### src/rtl/spo2r_pkg.sv
// ---------------------------------------------------------------------------
// spo2r_pkg
// Widths, codes and sequencer states of the SpO2 ratio-of-ratios estimator.
// ---------------------------------------------------------------------------
`timescale 1ns / 1ps
package spo2r_pkg;

  localparam int WIN_LEN   = 128;
  localparam int WIN_AW    = $clog2(WIN_LEN);
  localparam int FILL_W    = $clog2(WIN_LEN + 1);
  localparam int SUM_CNT_W = $clog2(2 * WIN_LEN + 2);

  localparam int SMP_W  = 18;
  localparam int S1_W   = SMP_W + WIN_AW;
  localparam int S2_W   = 2 * SMP_W + WIN_AW;
  localparam int D_W    = S2_W + WIN_AW;
  localparam int RAD_W  = D_W + (D_W % 2);
  localparam int RMS_W  = RAD_W / 2;
  localparam int REM_W  = RMS_W + 3;
  localparam int ROOT_CNT_W = $clog2(RMS_W + 1);
  localparam int NUM_W  = RMS_W + S1_W;
  localparam int P_W    = NUM_W + 4;

  localparam int Q_FRAC    = 16;
  localparam int Q_W       = 21;
  localparam int DIV_STEPS = 20;
  localparam int DIV_CNT_W = $clog2(DIV_STEPS + 1);
  localparam int R2_W      = 25;

  localparam int COEF_W = 32;
  localparam int MUL_W  = 33;
  localparam int PROD_W = 2 * MUL_W;
  localparam int Y_W    = 60;
  localparam int PCT_W  = 7;

  localparam logic [Q_W-1:0] R_MAX = Q_W'(16) << Q_FRAC;
  localparam logic signed [Y_W-1:0] Y_FULL = Y_W'(100) << 32;
  localparam logic signed [Y_W-1:0] Y_HALF = Y_W'(1) << 31;

  localparam logic [1:0] STS_OK     = 2'd0;
  localparam logic [1:0] STS_FILL   = 2'd1;
  localparam logic [1:0] STS_FINGER = 2'd2;
  localparam logic [1:0] STS_FLAT   = 2'd3;

  localparam logic [1:0] REG_DC_MIN = 2'd0;
  localparam logic [1:0] REG_COEF_A = 2'd1;
  localparam logic [1:0] REG_COEF_B = 2'd2;
  localparam logic [1:0] REG_COEF_C = 2'd3;

  typedef enum logic [4:0] {
    S_IDLE, S_SUM, S_DCCHK, S_SQI, S_SQR, S_DR, S_ROOTI, S_ROOTR,
    S_NUM, S_DEN, S_DENT, S_RCHK, S_DIV, S_QQ, S_AR2, S_BR, S_YC, S_FIN, S_EMIT
  } state_t;

endpackage

### src/rtl/spo2r_mul.sv
// ---------------------------------------------------------------------------
// spo2r_mul
// Shared signed multiplier with a registered product.
// ---------------------------------------------------------------------------
`timescale 1ns / 1ps
module spo2r_mul (
  input  logic                                 clk,
  input  logic signed [spo2r_pkg::MUL_W-1:0]   op_a,
  input  logic signed [spo2r_pkg::MUL_W-1:0]   op_b,
  output logic signed [spo2r_pkg::PROD_W-1:0]  prod
);
  import spo2r_pkg::*;

  logic signed [PROD_W-1:0] prod_r;

  always_ff @(posedge clk) begin
    prod_r <= op_a * op_b;
  end

  assign prod = prod_r;

endmodule

### config.mk
export PLATFORM = sky130hd
export DESIGN_NAME = spo2r_mul
export DESIGN_NICKNAME = d
export VERILOG_FILES = /design/src/rtl/spo2r_pkg.sv /design/src/rtl/spo2r_mul.sv
export SDC_FILE = /design/constraint.sdc
export NUM_CORES = 2
export LEC_CHECK = 0
export ABC_AREA = 1
export ABC_CLOCK_PERIOD_IN_PS = 21800
export BUFFER_PORTS_ARGS = -buffer_cell sky130_fd_sc_hd__clkbuf_2
export CORE_UTILIZATION = 50
export DETAILED_ROUTE_END_ITERATION = 7
export PLACE_DENSITY_LB_ADDON = 0.2
export SETUP_SLACK_MARGIN = 0.1
export SLEW_MARGIN = 5
export SYNTH_ARGS = -nofsm -noshare
export SYNTH_HDL_FRONTEND = slang
export SYNTH_SLANG_ARGS = --single-unit
### constraint.sdc
create_clock -name clk -period 21.8 [get_ports clk]
set_input_delay 2.18 -clock clk [delete_from_list [all_inputs] [get_ports clk]]
set_output_delay 2.18 -clock clk [all_outputs]
set_load 0.02 [all_outputs]
==> impl_metrics.py <==
metrics = {
    "floorplan": {
        "die_h_um": 296,
        "die_x_um": 296,
        "coreArea_um2": 85300,
        "start_util_pct": 50.6,
        "num_rows": 107,
        "ios": 133,
        "die-area_um2": 87500,
    },
    "yosys": {
        "synth_most_common_cell": "inv_1",
        "async_flop_share_pct": 0,
        "synthDominantCellAreaShare_pct": 53.1,
        "syn_inst": 5543,
        "synth_common_cells": "inv_1 (1894), nand2_1 (1517), fa_1 (1145), clkbuf_1 (262), ha_1 (217)",
        "yosysWarnings": 0,
        "synth_edf_count": 0,
        "yosysUniqueCellTypes": 35,
        "synth.ff_latch_count": 66,
        "synth-main-ff-cell": "dfxtp_1",
        "syn-cell-area_um2": 43200,
        "ys_seq_area_share_pct": 3.06,
        "synth_top_cell_by_area": "fa_1",
        "synth_fp_nets": 6972,
        "avgSynthCellArea_um2": 7.79,
        "synth.area.top_cells": "fa_1 (53%), inv_1 (16%), nand2_1 (13%)",
    },
    "detailed_routing": {
        "drc": 0,
        "ant_nets": 0,
        "first_iter_violations": 2062,
        "vias_per_cell": 4.91,
        "routed_wl_mm": 118,
        "wl_per_cell_um": 17.8,
        "drt_pass1_iterations": 7,
        "dr_total_vias": 32400,
    },
    "layout": {
        "fillCellCount": 8283,
        "syn2layout_area_growth_pct": 3.70,
        "largest_reg_flops": 66,
        "drive_gt1_share_pct": 4.34,
        "layout.nets": 6881,
    },
    "clocking": {
        "clkSinkCount": 66,
        "postCtsSetupBuffers": 0,
        "clockRootBuffer": "clkbuf_16",
        "cts_buffers": 9,
        "cts-resized-gates": 0,
        "cts_htree_levels": 3,
        "cts_hold_buf": 0,
        "clkTransAtPathRegs_ns": 0.06,
        "clock_path_buffers": 2,
        "cts_tree": "yes",
    },
    "global_route": {
        "use_met3_pct": 3.54,
        "grt_util_all_layers_pct": 28.8,
        "grt_pass1_wl_mm": 193,
        "met1_usage_pct": 36.0,
        "antenna_found_initial": 7,
        "overflow": 0,
        "grt_util_met2_pct": 52.0,
        "busiest_layer": "met2",
        "grt_pass1_vias": 36000,
        "grt_max_degree": 34,
    },
    "sta": {
        "fmax_mhz": 103,
        "finalCritPeriodShare_pct": 44.4,
        "period_minus_slack_ns": 9.68,
        "hold_viol_final": 0,
        "report.final.slew_viol_count": 0,
        "setup_tns_ns": 0,
        "rsz0062_at_grt": "false",
        "maxSlewHeadroom_pct": 21.1,
        "tightest_slew_ns": 1.18,
        "setup_viol": 0,
    },
    "worst_setup_path": {
        "startpoint_type": "primary input",
        "required_ns": 22.03,
        "crit_type": "primary input to flop",
        "worst_ep_arrival_time_ns": 9.91,
        "worst_setup_path_end_kind": "flop",
        "critical_path.max_fanout": 33,
    },
    "placed_design": {
        "io_buffers": 132,
        "detailed_place_hpwl_mm": 99.1,
        "gp_routability_congestion": 0.949,
    },
    "run": {
        "max-cap-violations": 0,
    },
    "min_path": {
        "hp-class": "primary input to flop",
    },
    "status": {
        "status": "completed",
    },
}
[critical path, cell delays in order]
cell      delay [ns]
clkbuf_2        0.60
nand2_1         0.19
inv_1           0.18
fa_1            0.50
fa_1            0.63
fa_1            0.68
fa_1            1.23
fa_1            0.58
fa_1            0.47
fa_1            0.52
inv_1           0.05
fa_1            0.47
inv_1           0.04
ha_1            0.40
nand2_1         0.14
nor2_1          0.22
nand3_1         0.20
nor2_1          0.21
o21ai_0         0.18
nand4_1         0.13
nand2_1         0.07
[cell families (layout without fill, tap and decap cells)]
logic type / after synthesis / after routing / share of synthesized area (%)
XOR/XNOR: 41 / 41 / 0.832
flip-flops: 66 / 66 / 3.06
AND/OR/NAND/NOR: 1810 / 1810 / 16.6
AO/OA/AOI/OAI: 106 / 106 / 1.38
buffers and inverters: 2158 / 2071 / 18.8
other: 0 / 1 / 0
adder cells (fa/ha/maj): 1362 / 1362 / 59.4
[placed cells by master, fill, tap and decap left out, types with 2 or more instances in the layout]
master / synthesis / layout
nand3_2: 8 / 8
inv_1: 1894 / 1893
nor2_1: 131 / 131
xnor2_1: 4 / 4
a21oi_2: 4 / 4
ha_1: 217 / 217
nand4_1: 19 / 19
fa_1: 1145 / 1145
nor2_4: 3 / 3
xor2_1: 37 / 37
clkinv_4: 0 / 2
nand2_1: 1517 / 1517
nand2_2: 17 / 17
clkbuf_16: 0 / 9
nand3b_1: 3 / 3
a21o_1: 2 / 2
o21ai_1: 3 / 3
nor2_2: 20 / 20
clkinvlp_4: 0 / 3
buf_4: 0 / 29
nor4_1: 4 / 4
or2_2: 5 / 5
o21bai_1: 14 / 14
clkbuf_2: 0 / 132
dfxtp_1: 66 / 66
nand3_1: 70 / 70
a21oi_1: 61 / 61
nor3_1: 7 / 7
o21ai_0: 19 / 19
and2_1: 2 / 2
[worst paths after layout]
check	depth (start not counted)	start	slack (ns)	endpoint
max	21	op_a[32]	12.12	prod[57]
min	4	op_a[0]	2.51	prod[0]
[through the flow]
step / cell area (um2) / setup WS, ns / hold WS (ns) / std cells / utilization [%]
2_1_floorplan: 43200 / 12.86 / 2.44 / 5543 / -
6_report: 44800 / 12.12 / 2.51 / 6601 / 52.5
3_5_place_dp: 44500 / 11.76 / 2.59 / 6585 / 52.2
5_1_grt: 44800 / 11.44 / 2.52 / 6601 / 52.5
3_3_place_gp: 44500 / 11.79 / 2.60 / 6585 / 52.2
4_1_cts: 44800 / 12.09 / 2.49 / 6600 / 52.5
[final cells by class]
type / instances / area, um2 / share of cell area (%)
multi-input combinational: 3319 / 33800 / 75.4
antenna: 1 / 2.50 / 0.00559
tap: 1144 / 1430 / 3.20
timing repair buffer: 161 / 878 / 1.96
sequential: 66 / 1320 / 2.95
clock inverter: 6 / 45.0 / 0.101
inverter: 1895 / 7110 / 15.9
clock buffer: 9 / 225 / 0.503
[routing by layer]
metal | wire [um] | part of all wire, % | vias up
met5 | 59 | 0.050 | -
met3 | 6770 | 5.8 | 226
met4 | 3830 | 3.3 | 10
met1 | 46900 | 40 | 16400
li1 | - | - | 14800
met2 | 60100 | 51 | 1017
Power is not shown: default switching activity piles up to over one toggle a cycle in this logic, so the estimate is an artifact.
