## src/rtl/spo2r_pkg.sv

```systemverilog
// ---------------------------------------------------------------------------
// spo2r_pkg
// Widths, codes and sequencer states of the SpO2 ratio-of-ratios estimator.
// ---------------------------------------------------------------------------
`timescale 1ns / 1ps
package spo2r_pkg;

  localparam int WIN_LEN   = 128;
  localparam int WIN_AW    = $clog2(WIN_LEN);
  localparam int FILL_W    = $clog2(WIN_LEN + 1);
  localparam int SUM_CNT_W = $clog2(2 * WIN_LEN + 2);

  localparam int SMP_W  = 18;
  localparam int S1_W   = SMP_W + WIN_AW;
  localparam int S2_W   = 2 * SMP_W + WIN_AW;
  localparam int D_W    = S2_W + WIN_AW;
  localparam int RAD_W  = D_W + (D_W % 2);
  localparam int RMS_W  = RAD_W / 2;
  localparam int REM_W  = RMS_W + 3;
  localparam int ROOT_CNT_W = $clog2(RMS_W + 1);
  localparam int NUM_W  = RMS_W + S1_W;
  localparam int P_W    = NUM_W + 4;

  localparam int Q_FRAC    = 16;
  localparam int Q_W       = 21;
  localparam int DIV_STEPS = 20;
  localparam int DIV_CNT_W = $clog2(DIV_STEPS + 1);
  localparam int R2_W      = 25;

  localparam int COEF_W = 32;
  localparam int MUL_W  = 33;
  localparam int PROD_W = 2 * MUL_W;
  localparam int Y_W    = 60;
  localparam int PCT_W  = 7;

  localparam logic [Q_W-1:0] R_MAX = Q_W'(16) << Q_FRAC;
  localparam logic signed [Y_W-1:0] Y_FULL = Y_W'(100) << 32;
  localparam logic signed [Y_W-1:0] Y_HALF = Y_W'(1) << 31;

  localparam logic [1:0] STS_OK     = 2'd0;
  localparam logic [1:0] STS_FILL   = 2'd1;
  localparam logic [1:0] STS_FINGER = 2'd2;
  localparam logic [1:0] STS_FLAT   = 2'd3;

  localparam logic [1:0] REG_DC_MIN = 2'd0;
  localparam logic [1:0] REG_COEF_A = 2'd1;
  localparam logic [1:0] REG_COEF_B = 2'd2;
  localparam logic [1:0] REG_COEF_C = 2'd3;

  typedef enum logic [4:0] {
    S_IDLE, S_SUM, S_DCCHK, S_SQI, S_SQR, S_DR, S_ROOTI, S_ROOTR,
    S_NUM, S_DEN, S_DENT, S_RCHK, S_DIV, S_QQ, S_AR2, S_BR, S_YC, S_FIN, S_EMIT
  } state_t;

endpackage

```

## src/rtl/spo2r_root.sv

```systemverilog
// ---------------------------------------------------------------------------
// spo2r_root
// Iterative integer square root, two radicand bits per cycle.
// ---------------------------------------------------------------------------
`timescale 1ns / 1ps
module spo2r_root (
  input  logic                            clk,
  input  logic                            rst_n,
  input  logic                            start,
  input  logic [spo2r_pkg::RAD_W-1:0]     radicand,
  output logic                            done,
  output logic [spo2r_pkg::RMS_W-1:0]     root
);
  import spo2r_pkg::*;

  logic [RAD_W-1:0]      rad_r;
  logic [REM_W-1:0]      rem_r;
  logic [RMS_W-1:0]      root_r;
  logic [ROOT_CNT_W-1:0] cnt_r;
  logic                  busy_r;
  logic                  done_r;
  logic [REM_W-1:0]      rem_sh;
  logic [REM_W-1:0]      trial;
  logic                  ge;

  assign rem_sh = {rem_r[REM_W-3:0], rad_r[RAD_W-1 -: 2]};
  assign trial  = REM_W'({root_r, 2'b01});
  assign ge     = (rem_sh >= trial);

  always_ff @(posedge clk) begin
    if (!rst_n) begin
      busy_r <= 1'b0;
      done_r <= 1'b0;
      cnt_r  <= '0;
    end else begin
      done_r <= 1'b0;
      if (start) begin
        busy_r <= 1'b1;
        cnt_r  <= ROOT_CNT_W'(RMS_W);
      end else if (busy_r) begin
        cnt_r <= cnt_r - 1'b1;
        if (cnt_r == ROOT_CNT_W'(1)) begin
          busy_r <= 1'b0;
          done_r <= 1'b1;
        end
      end
    end
  end

  always_ff @(posedge clk) begin
    if (start) begin
      rad_r  <= radicand;
      rem_r  <= '0;
      root_r <= '0;
    end else if (busy_r) begin
      rad_r  <= {rad_r[RAD_W-3:0], 2'b00};
      rem_r  <= ge ? (rem_sh - trial) : rem_sh;
      root_r <= {root_r[RMS_W-2:0], ge};
    end
  end

  assign done = done_r;
  assign root = root_r;

endmodule

```

## config.mk

```make
export PLATFORM = sky130hd
export DESIGN_NAME = spo2r_root
export DESIGN_NICKNAME = d
export VERILOG_FILES = /design/src/rtl/spo2r_pkg.sv /design/src/rtl/spo2r_root.sv
export SDC_FILE = /design/constraint.sdc
export NUM_CORES = 1
export LEC_CHECK = 0
export BUFFER_PORTS_ARGS = -buffer_cell sky130_fd_sc_hd__buf_2
export CORE_MARGIN = 3
export CORE_UTILIZATION = 53
export CTS_CLUSTER_SIZE = 8
export DETAILED_ROUTE_END_ITERATION = 6
export HOLD_SLACK_MARGIN = 0.06
export PLACE_DENSITY = 0.77
export SKIP_CTS_REPAIR_TIMING = 1
export SLEW_MARGIN = 25
export SYNTH_ARGS = -nofsm -noshare
export SYNTH_HDL_FRONTEND = slang
export SYNTH_SLANG_ARGS = --single-unit
```

## constraint.sdc

```tcl
create_clock -name clk -period 2.97 [get_ports clk]
set_clock_uncertainty 0.15 [all_clocks]
set_input_delay 0.1485 -clock clk [delete_from_list [all_inputs] [get_ports clk]]
set_output_delay 0.1485 -clock clk [all_outputs]
set_load 0.005 [all_outputs]
```

==> metrics.txt <==
run status=completed; capture point of the worst reg-to-reg path=rem_r[8]; cell total after placement=793; slew of the pin with the lowest slew margin=0.654 ns; share of the core filled with cells in the final layout=0.717; total congestion overflow after global routing=0; first-pass GRT wire length=21000 um; Antenna diodes=0; Max Fanout on Critical Path=11; standard cell core area=10600 um2; arrival time at the worst endpoint=3.00 ns; antenna violations before repair=0; post-route insts no fill=867; Final setup violation count=0; die area=12500 um2; ports placed on the boundary=79; count of nets left with antenna violations after detail routing=0; Initial DRC Count=280; most instantiated flip-flop cell in the synthesis netlist=sky130_fd_sc_hd__dfxtp_1; number of standard-cell rows in the floorplan=37; relative slew slack=0.564; CP Data Required Time=3.08 ns; maximum clock insertion buffer count=2; classification of the worst setup path=reg -> reg; proportion of power drawn by the clock network=0.117; hold path depth=5; cell internal pwr=0.00474 W; Min-Delay Startpoint=start; max-slew violations=0; power share of the sequential group=0.248; synthesized netlist cell count=571; clock tree root buffer cell=sky130_fd_sc_hd__clkbuf_8; sequential share of the synthesized area=0.450; share of cells above drive strength 1=0.316; class of the most critical hold timing path=in -> reg; R2R setup slack=0.08 ns; count of maximum capacitance violations=0; worst hold margin=0.0989 ns; growth of design area from synthesis to finish=28.4%; vias after detailed routing=4827; aggregate global-route resource usage=0.204; initial standard-cell utilization of the core=0.558; top post-synthesis cells by area=sky130_fd_sc_hd__edfxtp_1, sky130_fd_sc_hd__dfxtp_1, sky130_fd_sc_hd__mux2_2; placer congestion estimate=0.894; switching portion of total power=0.398; end point of the most critical hold path=rem_r[15]; nets in the synthesized netlist=653; fill cell total of the finished layout=736; VDD IR max=0.738 mV; worst-case setup slack after placement=0.0409 ns; Leak Pwr=3.19 nW; number of flops mapped to enable cells by yosys=50; most common library cell in the layout ignoring fill and taps=sky130_fd_sc_hd__buf_2; post-synthesis cell type with the largest combined area=sky130_fd_sc_hd__edfxtp_1; number of global-route vias before repair=4491; most used cells in the layout excluding fill and tap cells=sky130_fd_sc_hd__buf_2, sky130_fd_sc_hd__nor2_1, sky130_fd_sc_hd__dlygate4sd3_1; depth of the worst register-to-register path=12; height of the die=112 um; Die Span X=112 um; Clock Latency Late Sink=0.39 ns; power per standard cell area=1040 nW/um2; number of port buffers=78; Syn Std Cell Area=5920 um2; total number of H-tree levels=3; fraction of registers with async set or reset after synthesis=0; net switching power=0.00313 W; combinational fraction of design power=0.635; total DRC errors in the routed layout=0; launching element type of the critical path=register; post-detailed-routing wire length=14600 um; fmax=346 MHz; sort of element at the end of the critical path=register; Seq cells post-synth=108; final-stage net count=808; count of unique library cells instantiated by Yosys=60; Detail Placement HPWL=8930 um; number of detailed-route iterations in the first pass=5; post-synthesis average cell area=10.4 um2; final worst path period need=2.89 ns; synth warn=0; Sink Count=108; clock slew seen by the registers of the worst setup and hold paths=0.11 ns; average routed wire per standard cell=16.9 um; clock tree from TritonCTS=yes; total CTS buffers=9; area share of the largest cell type after synthesis=0.254; Fin. Hold Viols=0; final worst-path setup slack=0.0775 ns; final worst path period share=0.974; largest net degree at the start of global routing=96; vias per cell=5.57; FF-to-FF Start=root[15]
worst max-delay path: stages (launching register included):
cell and delay (ns):
sky130_fd_sc_hd__dfxtp_2 0.36, sky130_fd_sc_hd__inv_1 0.07, sky130_fd_sc_hd__ha_4 0.29, sky130_fd_sc_hd__and4_4 0.25
sky130_fd_sc_hd__nand2_2 0.06, sky130_fd_sc_hd__or4_1 0.54, sky130_fd_sc_hd__and3_1 0.20, sky130_fd_sc_hd__o21a_1 0.12
sky130_fd_sc_hd__o21ai_4 0.15, sky130_fd_sc_hd__buf_12 0.14, sky130_fd_sc_hd__clkbuf_16 0.16, sky130_fd_sc_hd__mux2i_1 0.18
sky130_fd_sc_hd__o21ai_0 0.09
logic make-up after synthesis:
group	count (synthesis)	share of synthesized area
AOI/OAI and AO/OA	115	0.130
xor gates and xnor gates	27	0.0400
adders and majority gates	29	0.0613
buffers and inverters	63	0.0433
DFF	108	0.450
muxes	92	0.166
and+or+nand+nor	137	0.110
cell type report:
class	count	area, um2	area share
tap	136	170	0.0224
multi-input combinational	400	3110	0.409
timing repair buffer	173	1320	0.174
clock buffer	10	138	0.0181
inverter	34	128	0.0168
clock inverter	6	55.1	0.00725
sequential	108	2680	0.353
power by group through the flow:
stage          Combinational (W)  Clock [W]  Sequential [W]
2_1_floorplan            0.00321          0         0.00191
3_3_place_gp             0.00414          0         0.00195
3_5_place_dp             0.00420          0         0.00196
4_1_cts                  0.00423   0.000922         0.00192
5_1_grt                  0.00544   0.000990         0.00197
6_report                 0.00500   0.000924         0.00195
Yosys cell counts (all sizes together) (4+ instances only):
cell     n
o211ai   5
inv     34
and4     4
edfxtp  50
dfxtp   58
xor2    11
o21ai   28
nand3    5
nand4    4
buf     11
nor2    63
mux2i   44
and3     5
ha      29
nand2b   6
mux2    48
nand2   28
a21oi   25
clkbuf  18
a31o     6
a21o     8
xnor2   16
a211oi  17
worst max path at each step:
stage / start / endpoint / slack (ns) / depth (start not counted)
5_1_grt: root[15] / rem_r[8] / -0.06 / 12
6_report: root[15] / rem_r[8] / 0.08 / 12
3_3_place_gp: root[6] / rem_r[13] / 0.10 / 11
2_1_floorplan: root[14] / rem_r[18] / 0.05 / 12
3_5_place_dp: root[15] / rem_r[12] / 0.04 / 11
4_1_cts: root[15] / rem_r[12] / 0.01 / 11
registers in the layout, indices dropped and copies added (netlist names):
signal	count
rem_r	26
busy_r	1
root	25
done	1
cnt_r	5
rad_r	50
metrics by stage:
step	power [W]	instance area (um2)	setup TNS [ns]
finish	0.00788	7600	0
CTS	0.00708	6860	0
detailed placement	0.00616	6670	0
floorplan	0.00511	5920	0
global route	0.00840	7600	-0.187
global placement	0.00609	6670	0
routing by layer:
layer | track usage | share of wire | vias to the layer above
met4 | 0.0665 | 0.025 | 0
met1 | 0.262 | 0.43 | 2306
met3 | 0.0598 | 0.041 | 27
li1 | - | - | 2372
met5 | 0 | 0 | -
met2 | 0.331 | 0.51 | 122
Power figures use the tool's default switching activity.
