$ cat src/rtl/spo2r_pkg.sv
// ---------------------------------------------------------------------------
// spo2r_pkg
// Widths, codes and sequencer states of the SpO2 ratio-of-ratios estimator.
// ---------------------------------------------------------------------------
`timescale 1ns / 1ps
package spo2r_pkg;

  localparam int WIN_LEN   = 128;
  localparam int WIN_AW    = $clog2(WIN_LEN);
  localparam int FILL_W    = $clog2(WIN_LEN + 1);
  localparam int SUM_CNT_W = $clog2(2 * WIN_LEN + 2);

  localparam int SMP_W  = 18;
  localparam int S1_W   = SMP_W + WIN_AW;
  localparam int S2_W   = 2 * SMP_W + WIN_AW;
  localparam int D_W    = S2_W + WIN_AW;
  localparam int RAD_W  = D_W + (D_W % 2);
  localparam int RMS_W  = RAD_W / 2;
  localparam int REM_W  = RMS_W + 3;
  localparam int ROOT_CNT_W = $clog2(RMS_W + 1);
  localparam int NUM_W  = RMS_W + S1_W;
  localparam int P_W    = NUM_W + 4;

  localparam int Q_FRAC    = 16;
  localparam int Q_W       = 21;
  localparam int DIV_STEPS = 20;
  localparam int DIV_CNT_W = $clog2(DIV_STEPS + 1);
  localparam int R2_W      = 25;

  localparam int COEF_W = 32;
  localparam int MUL_W  = 33;
  localparam int PROD_W = 2 * MUL_W;
  localparam int Y_W    = 60;
  localparam int PCT_W  = 7;

  localparam logic [Q_W-1:0] R_MAX = Q_W'(16) << Q_FRAC;
  localparam logic signed [Y_W-1:0] Y_FULL = Y_W'(100) << 32;
  localparam logic signed [Y_W-1:0] Y_HALF = Y_W'(1) << 31;

  localparam logic [1:0] STS_OK     = 2'd0;
  localparam logic [1:0] STS_FILL   = 2'd1;
  localparam logic [1:0] STS_FINGER = 2'd2;
  localparam logic [1:0] STS_FLAT   = 2'd3;

  localparam logic [1:0] REG_DC_MIN = 2'd0;
  localparam logic [1:0] REG_COEF_A = 2'd1;
  localparam logic [1:0] REG_COEF_B = 2'd2;
  localparam logic [1:0] REG_COEF_C = 2'd3;

  typedef enum logic [4:0] {
    S_IDLE, S_SUM, S_DCCHK, S_SQI, S_SQR, S_DR, S_ROOTI, S_ROOTR,
    S_NUM, S_DEN, S_DENT, S_RCHK, S_DIV, S_QQ, S_AR2, S_BR, S_YC, S_FIN, S_EMIT
  } state_t;

endpackage

$ cat src/rtl/spo2r_div.sv
// ---------------------------------------------------------------------------
// spo2r_div
// Restoring divider giving the ratio in Q16, one quotient bit per cycle.
// ---------------------------------------------------------------------------
`timescale 1ns / 1ps
module spo2r_div (
  input  logic                            clk,
  input  logic                            rst_n,
  input  logic                            start,
  input  logic [spo2r_pkg::NUM_W-1:0]     num,
  input  logic [spo2r_pkg::NUM_W-1:0]     den,
  output logic                            done,
  output logic [spo2r_pkg::Q_W-1:0]       quo
);
  import spo2r_pkg::*;

  logic [P_W-1:0]       p_r;
  logic [P_W-1:0]       dd_r;
  logic [DIV_STEPS-1:0] q_r;
  logic [DIV_CNT_W-1:0] cnt_r;
  logic                 busy_r;
  logic                 done_r;
  logic [P_W:0]         p_sh;
  logic [P_W:0]         p_sub;
  logic                 ge;

  assign p_sh  = {p_r, 1'b0};
  assign ge    = (p_sh >= {1'b0, dd_r});
  assign p_sub = p_sh - {1'b0, dd_r};

  always_ff @(posedge clk) begin
    if (!rst_n) begin
      busy_r <= 1'b0;
      done_r <= 1'b0;
      cnt_r  <= '0;
    end else begin
      done_r <= 1'b0;
      if (start) begin
        busy_r <= 1'b1;
        cnt_r  <= DIV_CNT_W'(DIV_STEPS);
      end else if (busy_r) begin
        cnt_r <= cnt_r - 1'b1;
        if (cnt_r == DIV_CNT_W'(1)) begin
          busy_r <= 1'b0;
          done_r <= 1'b1;
        end
      end
    end
  end

  always_ff @(posedge clk) begin
    if (start) begin
      p_r  <= P_W'(num);
      dd_r <= {den, 4'b0000};
      q_r  <= '0;
    end else if (busy_r) begin
      p_r <= ge ? p_sub[P_W-1:0] : p_sh[P_W-1:0];
      q_r <= {q_r[DIV_STEPS-2:0], ge};
    end
  end

  assign done = done_r;
  assign quo  = Q_W'(q_r);

endmodule

$ cat config.mk
export PLATFORM = sky130hd
export DESIGN_NAME = spo2r_div
export DESIGN_NICKNAME = d
export VERILOG_FILES = /design/src/rtl/spo2r_pkg.sv /design/src/rtl/spo2r_div.sv
export SDC_FILE = /design/constraint.sdc
export NUM_CORES = 1
export LEC_CHECK = 0
export BUFFER_PORTS_ARGS = -buffer_cell sky130_fd_sc_hd__buf_2
export CORE_MARGIN = 2
export CORE_UTILIZATION = 55
export CTS_CLUSTER_DIAMETER = 80
export CTS_CLUSTER_SIZE = 30
export DETAILED_ROUTE_END_ITERATION = 8
export PLACE_DENSITY = 0.84
export SLEW_MARGIN = 20
export SYNTH_ARGS = -nofsm -noshare
export SYNTH_HDL_FRONTEND = slang
export SYNTH_SLANG_ARGS = --single-unit
$ cat constraint.sdc
create_clock -name clk -period 3.5 [get_ports clk]
set_input_delay 0.35 -clock clk [delete_from_list [all_inputs] [get_ports clk]]
set_output_delay 0.35 -clock clk [all_outputs]
set_load 0.03 [all_outputs]
==> results.txt <==
The run finished with clean final reports. The weighted congestion reported at the end of routability-driven placement came out at roughly 1. The number of enable-type register cells in the synthesized netlist came out at 100. The required time at the endpoint of the critical path came out at roughly 3700 ps. The via count of the first global-routing pass is 7,428. The count of nets left with antenna violations after detail routing is 0.

The die span in y came out at 129 um. The largest driver fanout on the critical path came out at 34. The number of vias per cell is 6.10. The diode insertion count for antenna repair came out at 0.

The floorplan step defined a core boundary enclosing about 15,000 um2. The number of placement rows is 45. The Yosys step of the flow raised 0 warnings. The worst-skew pair later-pin latency came out at about 440 ps.

The arrival time at the worst endpoint came out at 3600 ps. The final critical-path share of the clock period came out at 0.978. The count of final max-slew check failures is 0. The total of hold buffers inserted after clock tree synthesis is 0.

Clock tree synthesis inserted a total of 17 buffers. The fraction of final layout cells sized beyond drive strength 1 came out at 0.199. STA classifies the critical path startpoint as a flip-flop. The library cell contributing the largest single delay on the critical path is or4b_1. The worst hold path cell count is 1. In the routed design, unresolved DRC markers number 0. The cell taking the most area after synthesis is edfxtp_1. The cell count after synthesis came out at roughly 940. The width of the die came out at ~130 um. The master cell of the clock root buffer is clkbuf_16.

The register share of total power is 0.338. The count of clock tree sinks is about 130. The length in cells of the worst reg-to-reg path came out at 10. In this run the count of I/O pins placed on the die edge is 125. CTS built an H-tree with a depth of 4.

The total power came out at 5.82 mW. The fraction of synthesis flops using an asynchronous set or reset pin is 0. The global route total overflow came out at 0. For this block, the routed nets add up to 22,200 um of wire. The power per cell area came out at 576 nW/um2. Sorting the synthesized cells by how often they occur yields edfxtp_1, nor2_1, nand2_1. In the synthesized netlist the dominant register cell turns out to be edfxtp_1. The worst path meets setup with 77.0 ps of slack.

Timing would allow up to around 300 MHz. The share of total power in the clock network came out at 0.291. The initial utilization of the core area, before any placement, comes to 0.565.

The critical path's largest stage delay came out at 540 ps. The via count of the routed design is between 7,000 and 8,000. The leakage power total is 4.27 nW. OpenSTA, run right after detailed placement, puts the worst setup slack at 69.1 ps. The post-synth net total is between 1,000 and 1,500. The final routed wire length divided by cell count came out at 17.5 um. The share of total power dissipated in combinational logic is 0.371. The cell area after technology mapping is 8660 um2.

VDD sags by at most 0.000417 V. The count of TritonRoute iterations in the first routing pass came out at 5. The clock tree from TritonCTS is done. The net switching power is between 2 and 2.5 mW. The slack of the worst reg-to-reg path is around 77 ps. The number of buffers between clock root and the deepest sink is 2. The worst hold slack came out at 83.8 ps.

Of the total power, the share spent switching nets is 0.361. The number of endpoints with negative hold slack in the final report came out at 0. At the pin with the least slew margin, the transition time is 738 ps. The total global routing track utilization came out at 0.269. After clock tree synthesis, the clock-pin slew on the worst setup and hold paths is 70 ps. Summed over all nets, the half-perimeter wirelength after detailed placement is 15,500 um. The violation count after the first detailed-routing iteration is just over 800. For this run, the register share of the synthesized area comes to 0.419. The wire length of the first global-routing pass is between 30,000 and 40,000 um. The minimum clock period after layout is 3420 ps. The floorplan step defined a die boundary enclosing 16,800 um2.

Walking the worst path, the cells encountered are ha_1 > nand4_1 > or4b_1 > o21ai_1 > o2111ai_2 > buf_4 > a21o_1 > buf_12 > a41oi_1 > o31ai_1. The critical path in this run is classified as flip-flop to flip-flop. The post-route core utilization came out at 0.660. The initial antenna violation count was 0. The unique cell type count in the Yosys netlist came out at 70.

The share of synthesized area in the top cell type comes to 0.347. After the last flow step, the layout net total stands at roughly 1,200. The synthesis-to-layout area growth came out at 16.8%. Yosys instantiated no cell more often than edfxtp_1. The maximum number of pins on one net before global-route repair came out at between 70 and 80. The mean post-synth cell area is between 9 and 10 um2. The number of buffer cells added on primary ports is 123. The synthesized design contains 131 register bits.

The number of max-cap violations came out at 0. By area the synthesized netlist is led by edfxtp_1, ha_1, dfxtp_1, nor2_1, a21oi_1. The path class of the tightest hold or removal check is primary input to flip-flop.

The internal power came out at roughly 3.7 mW. The worst setup path is captured at a flip-flop. Between clock sinks in the finished design, the worst skew comes to approximately 13 ps.

The worst slew margin relative to its limit came out at 0.508. Setup violations remaining at the end of the flow were counted as 0.
-- placed cells by master, fill, tap and decap left out, types with 26 or more instances in the layout --
| cell type | n |
|---|---|
| nor2_1 | 88 |
| ha_1 | 52 |
| dfxtp_1 | 31 |
| o21ai_0 | 32 |
| nand2_1 | 72 |
| buf_4 | 27 |
| nand3_1 | 37 |
| xnor2_1 | 35 |
| a31oi_1 | 30 |
| edfxtp_1 | 100 |
| a21oi_1 | 63 |
| buf_2 | 122 |
| a21o_1 | 26 |
| inv_1 | 59 |
-- through the flow --
step | setup TNS (ps) | cell area [um2] | instances
2_1_floorplan | 0 | 8660 | 938
3_3_place_gp | 0 | 9520 | 1237
3_5_place_dp | 0 | 9520 | 1237
4_1_cts | 0 | 10100 | 1269
5_1_grt | -19.0 | 10100 | 1271
6_report | 0 | 10100 | 1271
-- logic make-up (layout without fill, tap and decap cells) --
| kind of cell | after synthesis | after routing | share of synthesized area |
|---|---|---|---|
| AOI/OAI and AO/OA | 274 | 274 | 0.215 |
| xor gates and xnor gates | 50 | 50 | 0.0506 |
| adders and majority gates | 53 | 53 | 0.0775 |
| buffers and inverters | 123 | 245 | 0.0584 |
| DFF | 131 | 131 | 0.419 |
| muxes | 22 | 22 | 0.0259 |
| other | 1 | 1 | 0.000433 |
| and+or+nand+nor | 284 | 284 | 0.154 |
-- final timing paths --
| check | to | startpoint |
|---|---|---|
| setup reg to reg | p_r[39] | p_r[30] |
| hold / removal | dd_r[39] | den[35] |
| hold reg to reg | q_r[19] | q_r[19] |
| setup / recovery | p_r[39] | p_r[30] |
-- state kept, by name (all words and copies together) (netlist names) --
name and flops:
p_r 54, dd_r 50, q_r 20, cnt_r 5, busy_r 1, done 1
-- worst max-delay path, delay by kind of cell (launching register included) --
kind	cells	cell delay (ps)
compound gates	5	1010
buf+inv	2	380
flops	1	400
simple gates	2	860
fa+ha+maj	1	490
-- timing repair --
action                     4_1_cts  5_1_grt
setup endpoints to repair        0       16
buffers inserted                 0        2
gates resized for setup          0        5
-- metal layers --
layer,routed length [um],vias to the layer above,track usage
li1,-,3687,-
met1,9740,3647,0.361
met2,10100,379,0.431
met3,2000,34,0.0685
met4,331,0,0.0841
met5,0,-,0
-- cell type report --
cell class                      instances  area (um2)
Fill cell                            1254        5200
Timing Repair Buffer                  153         885
Clock buffer                           19         454
Clock inverter                         13         101
Multi-Input combinational cell        684        4560
Inverter                               60         225
Tap cell                              211         264
Sequential cell                       131        3620
-- power groups by stage --
stage                     Combinational [mW]  Clock [mW]  Sequential [mW]
after floorplan                         1.56           0             1.97
after global placement                  2.04           0             1.99
after detailed placement                2.08           0             1.99
after CTS                               2.10        1.70             1.97
after global routing                    2.37        1.77             1.99
final                                   2.16        1.69             1.97
No activity file was read; power rests on OpenSTA's default activity.
